[src/hw/rtl/irs_pkg.sv]
// Shared types, constants and helpers for the image resampler.
// Used by the controller, the datapath and the top level; depends on nothing.
`default_nettype none

package irs_pkg;

  localparam int MAX_WIDTH    = 256;
  localparam int MAX_HEIGHT   = 256;
  localparam int MAX_CHANNELS = 4;
  localparam int FRAC_BITS    = 16;

  localparam int COL_W  = 8;
  localparam int ROW_W  = 8;
  localparam int CHAN_W = 2;
  localparam int PIX_W  = 16;
  localparam int STEP_W = 25;
  localparam int DIM_W  = 9;

  localparam int CFG_IDX_W  = 3;
  localparam int CFG_DATA_W = 25;

  localparam int STORE_DEPTH = MAX_WIDTH * MAX_HEIGHT * MAX_CHANNELS;
  localparam int ADDR_W      = $clog2(STORE_DEPTH);
  localparam int XW          = $clog2(MAX_WIDTH);
  localparam int YW          = $clog2(MAX_HEIGHT);

  localparam int PX_W  = COL_W + STEP_W;
  localparam int PY_W  = ROW_W + STEP_W;
  localparam int IX_W  = PX_W - FRAC_BITS;
  localparam int IY_W  = PY_W - FRAC_BITS;
  localparam int WGT_W = FRAC_BITS + 1;
  localparam int A_W   = PIX_W + FRAC_BITS;
  localparam int ACC_W = A_W + WGT_W;

  localparam logic REQ_LOAD     = 1'b0;
  localparam logic REQ_SAMPLE   = 1'b1;
  localparam logic MODE_NEAREST = 1'b0;
  localparam logic MODE_BILIN   = 1'b1;

  typedef enum logic [CFG_IDX_W-1:0] {
    CFG_MODE       = 3'd0,
    CFG_SRC_WIDTH  = 3'd1,
    CFG_SRC_HEIGHT = 3'd2,
    CFG_X_STEP     = 3'd3,
    CFG_Y_STEP     = 3'd4
  } cfg_idx_t;

  typedef enum logic [1:0] {
    CORNER_00 = 2'b00,
    CORNER_10 = 2'b01,
    CORNER_01 = 2'b10,
    CORNER_11 = 2'b11
  } corner_t;

  typedef enum logic [1:0] {
    MAC_A_PIX,
    MAC_A_TOP,
    MAC_A_BOT
  } mac_a_t;

  typedef enum logic [1:0] {
    MAC_B_WX0,
    MAC_B_WX1,
    MAC_B_WY0,
    MAC_B_WY1
  } mac_b_t;

  typedef enum logic [1:0] {
    RES_ZERO,
    RES_NEAR,
    RES_BLEND
  } res_sel_t;

  typedef struct packed {
    logic     take;
    logic     idx_load;
    logic     rd_en;
    corner_t  rd_corner;
    logic     mac_en;
    logic     mac_clr;
    mac_a_t   mac_a;
    mac_b_t   mac_b;
    logic     save_top;
    logic     save_bot;
    logic     out_load;
    res_sel_t res_sel;
  } irs_cmd_t;

  typedef struct packed {
    logic near;
    logic chan_bad;
  } irs_stat_t;

  function automatic logic [ADDR_W-1:0] frame_addr(input logic [XW-1:0] x,
                                                   input logic [YW-1:0] y,
                                                   input logic [CHAN_W-1:0] c);
    return (ADDR_W'(y) * ADDR_W'(MAX_WIDTH) + ADDR_W'(x)) * ADDR_W'(MAX_CHANNELS)
           + ADDR_W'(c);
  endfunction

endpackage

`default_nettype wire

[src/hw/rtl/irs_ctrl.sv]
// Sequencing state machine of the image resampler.
// Drives datapath commands from irs_pkg types and owns the channel handshakes.
`default_nettype none

module irs_ctrl
  import irs_pkg::*;
(
  input  wire logic      clk,
  input  wire logic      rst_n,
  input  wire logic      in_valid,
  input  wire logic      in_req_type,
  output logic           in_stall,
  output logic           out_valid,
  input  wire logic      out_stall,
  input  wire irs_stat_t stat,
  output irs_cmd_t       cmd
);

  typedef enum logic [3:0] {
    ST_IDLE,
    ST_IDX,
    ST_R0,
    ST_R1,
    ST_R2,
    ST_R3,
    ST_B1,
    ST_B2,
    ST_B3,
    ST_OUT
  } state_t;

  state_t state_r, state_nxt;
  logic   out_valid_r, out_valid_nxt;

  always_comb begin
    state_nxt     = state_r;
    out_valid_nxt = out_valid_r && out_stall;
    cmd           = '0;
    case (state_r)
      ST_IDLE: begin
        cmd.take = in_valid;
        if (in_valid && (in_req_type == REQ_SAMPLE)) begin
          state_nxt = ST_IDX;
        end
      end
      ST_IDX: begin
        cmd.idx_load = 1'b1;
        state_nxt    = stat.chan_bad ? ST_OUT : ST_R0;
      end
      ST_R0: begin
        cmd.rd_en     = 1'b1;
        cmd.rd_corner = CORNER_00;
        state_nxt     = stat.near ? ST_OUT : ST_R1;
      end
      ST_R1: begin
        cmd.rd_en     = 1'b1;
        cmd.rd_corner = CORNER_10;
        cmd.mac_en    = 1'b1;
        cmd.mac_clr   = 1'b1;
        cmd.mac_a     = MAC_A_PIX;
        cmd.mac_b     = MAC_B_WX0;
        state_nxt     = ST_R2;
      end
      ST_R2: begin
        cmd.rd_en     = 1'b1;
        cmd.rd_corner = CORNER_01;
        cmd.mac_en    = 1'b1;
        cmd.mac_a     = MAC_A_PIX;
        cmd.mac_b     = MAC_B_WX1;
        state_nxt     = ST_R3;
      end
      ST_R3: begin
        cmd.rd_en     = 1'b1;
        cmd.rd_corner = CORNER_11;
        cmd.save_top  = 1'b1;
        cmd.mac_en    = 1'b1;
        cmd.mac_clr   = 1'b1;
        cmd.mac_a     = MAC_A_PIX;
        cmd.mac_b     = MAC_B_WX0;
        state_nxt     = ST_B1;
      end
      ST_B1: begin
        cmd.mac_en = 1'b1;
        cmd.mac_a  = MAC_A_PIX;
        cmd.mac_b  = MAC_B_WX1;
        state_nxt  = ST_B2;
      end
      ST_B2: begin
        cmd.save_bot = 1'b1;
        cmd.mac_en   = 1'b1;
        cmd.mac_clr  = 1'b1;
        cmd.mac_a    = MAC_A_TOP;
        cmd.mac_b    = MAC_B_WY0;
        state_nxt    = ST_B3;
      end
      ST_B3: begin
        cmd.mac_en = 1'b1;
        cmd.mac_a  = MAC_A_BOT;
        cmd.mac_b  = MAC_B_WY1;
        state_nxt  = ST_OUT;
      end
      ST_OUT: begin
        if (stat.chan_bad) begin
          cmd.res_sel = RES_ZERO;
        end else if (stat.near) begin
          cmd.res_sel = RES_NEAR;
        end else begin
          cmd.res_sel = RES_BLEND;
        end
        if (!out_valid_r || !out_stall) begin
          cmd.out_load  = 1'b1;
          out_valid_nxt = 1'b1;
          state_nxt     = ST_IDLE;
        end
      end
      default: begin
        state_nxt = ST_IDLE;
      end
    endcase
  end

  always_ff @(posedge clk) begin
    if (!rst_n) begin
      state_r     <= ST_IDLE;
      out_valid_r <= 1'b0;
    end else begin
      state_r     <= state_nxt;
      out_valid_r <= out_valid_nxt;
    end
  end

  assign in_stall  = (state_r != ST_IDLE);
  assign out_valid = out_valid_r;

endmodule

`default_nettype wire

[config.mk]
export PLATFORM = sky130hd
export DESIGN_NAME = irs_ctrl
export DESIGN_NICKNAME = d
export VERILOG_FILES = /design/src/hw/rtl/irs_pkg.sv /design/src/hw/rtl/irs_ctrl.sv
export SDC_FILE = /design/constraint.sdc
export NUM_CORES = 1
export LEC_CHECK = 0
export BUFFER_PORTS_ARGS = -buffer_cell sky130_fd_sc_hd__clkbuf_2
export CAP_MARGIN = 20
export CORE_AREA = 2 2 39 41
export DETAILED_ROUTE_END_ITERATION = 6
export DIE_AREA = 0 0 41 43
export GPL_TIMING_DRIVEN = 1
export PLACE_DENSITY = 0.66
export SKIP_CTS_REPAIR_TIMING = 1
export SLEW_MARGIN = 20
export SYNTH_ARGS = -nofsm -noshare
export SYNTH_HDL_FRONTEND = slang
export SYNTH_SLANG_ARGS = --single-unit
[constraint.sdc]
create_clock -name clk -period 2.2 [get_ports clk]
set_input_delay 0.44 -clock clk [delete_from_list [all_inputs] [get_ports clk]]
set_output_delay 0.44 -clock clk [all_outputs]
set_load 0.01 [all_outputs]
==> reports/metrics.csv <==
metric;value;unit
grt_pass1_wl;1.74;mm
reg2reg_depth;4;
postRouteAntennaNets;0;
status;finished, final reports clean;
grt_max_degree;16;
fin_area;628;um^2
rsz0062_at_grt;false;
hp-class;input pin to flop;
mostFrequentLayoutCells;clkbuf_2, nor2_1, nand2_1, dfxtp_1;
synth_area;474;um^2
clk_path_buf_depth;2;
slew_violations;0;
crit_required;1.76;ns
crit_family;simple AND/OR/NAND/NOR gates;
ys_seq_area_share;21.1;%
setup_viol;0;
route.detailed.drc;0;
yosysWarnings;0;
r2r_end;state_r[3];
cp.depth;4;
antenna_cells;0;
firstDrtPassIters;4;
synthCells;61;
track_usage;15.1;%
r2r_start;state_r[2];
dieWidth;41;um
min_period_over_period;84.9;%
critPathMaxStageDelay;0.41;ns
placed_cells;100;
port_buffers;24;
rows;14;
crit_arrival;1.43;ns
core;1380;um^2
power_leakage;0.325;nW
clockRootBuffer;clkbuf_4;
detailed_place_hpwl;834;um
criticalPathCategory;flop to output pin;
nNetsFinal;96;
antenna_found_initial;0;
tightest_slew;0.507;ns
clock-sinks;5;
die_y;43;um
finalWirelength;1.09;mm
grt_overflow_total;0;
synth_cell_types;29;
die-area;1760;um^2
r2r_slack;0.81;ns
numCtsBuffers;3;
fin_cells;104;
areaGrowthSynthToFinish;32.5;%
cp_slowest_cell;dfxtp_1;
path_clk_slew;0.04;ns
clk_latency;0.24;ns
first_iter_violations;4;
hold_viol;0;
multiInputGateArea;335;um^2
cp_cell_sequence;and2b_4 > nand3b_4 > nor3b_1 > clkbuf_2;
start_util;34.3;%
async_flop_share;0;%
fillCellCount;142;
post_drt_wl_per_cell;10.5;um
post_drt_via_cell_ratio;4.80;
crit_path_end_kind;output pin;
htree_levels;1;
critPathCapture;cmd[0];
final_common_cell;clkbuf_2;
synth_ff_type;dfxtp_1;
grt_pass1_vias;409;
regArea;100;um^2
num_vias;499;
ioPinCount;25;
crit_path_start;state_r[1];
cts_tree;built;
fmax;536;MHz
syn_avg_cell_area;7.77;um^2
ir_drop;0.437;mV
synth_nets;68;
ys_ff_latch;5;
fin_tns_setup;0;ns
cp_num_buf_inv;1;
total_power;0.475;mW
gp_congestion;0.792;
p_per_area;756;nW/um^2
fin_skew;0.00161;ns
drive_above_1_share;42.0;%
fin_util;45.4;%
slew_headroom;66.2;%
cap_violations;0;
start_kind;flop;
period_minus_slack;1.87;ns
synth_edf_count;0;
post_dp_cell_area;602;um^2
cp_max_fo;11;
## final cells by class
class / instances / area share, %
clock buffer: 4 / 4.18
inverter: 1 / 0.598
multi-input combinational: 51 / 53.4
sequential: 5 / 15.9
tap: 16 / 3.19
timing repair buffer: 27 / 22.7
## registers in the layout, summed over array words and instances, names as in the netlist
signal	cells
out_valid	1
state_r	4
## routing by layer
layer  up-vias  track usage (%)  share of wire, %
li1        260                -                 -
met5         -                0                 0
met4         0             12.0              0.82
met3         2             3.14               6.1
met1       216             21.3                47
met2        21             18.8                46
## where the power goes
group          internal (mW)  switching (mW)
registers              0.103          0.0156
clock network         0.0685          0.0362
logic                  0.115           0.136
## metrics by stage
stage                     setup WS [ns]  hold slack (ns)
after floorplan                   0.781            0.521
after global placement            0.622            0.501
after detailed placement          0.582            0.511
after CTS                         0.310            0.470
after global routing              0.221            0.480
final                             0.333            0.475
## cells by family after synthesis
| group | after synthesis | synth area share, % |
|---|---|---|
| buffers and inverters | 5 | 8.18 |
| multiplexers | 2 | 4.22 |
| AND/OR/NAND/NOR | 34 | 44.1 |
| flip-flops | 5 | 21.1 |
| XOR/XNOR | 3 | 5.54 |
| AO/OA/AOI/OAI | 12 | 16.9 |
## synthesized netlist by cell type (2+ instances only)
cell type  instances  share of area (%)
nor2_1            12                9.5
dfxtp_1            5                 21
nand2_1            5                4.0
a21oi_1            4                4.2
nand2b_1           4                5.3
a21boi_1           2                3.2
and3_1             2                2.6
buf_6              2                4.7
mux2i_1            2                4.2
nand3b_1           2                3.2
o21a_1             2                3.2
xnor2_1            2                3.7
## worst min-delay path by stage
stage,to,startpoint,depth (start not counted),slack (ns)
floorplan,out_valid,out_valid,2,0.52
global placement,out_valid,out_valid,2,0.50
detailed placement,out_valid,out_valid,2,0.51
CTS,state_r[3],rst_n,2,0.47
global route,state_r[3],rst_n,2,0.48
finish,state_r[3],rst_n,2,0.48
No activity file was read; power rests on OpenSTA's default activity.
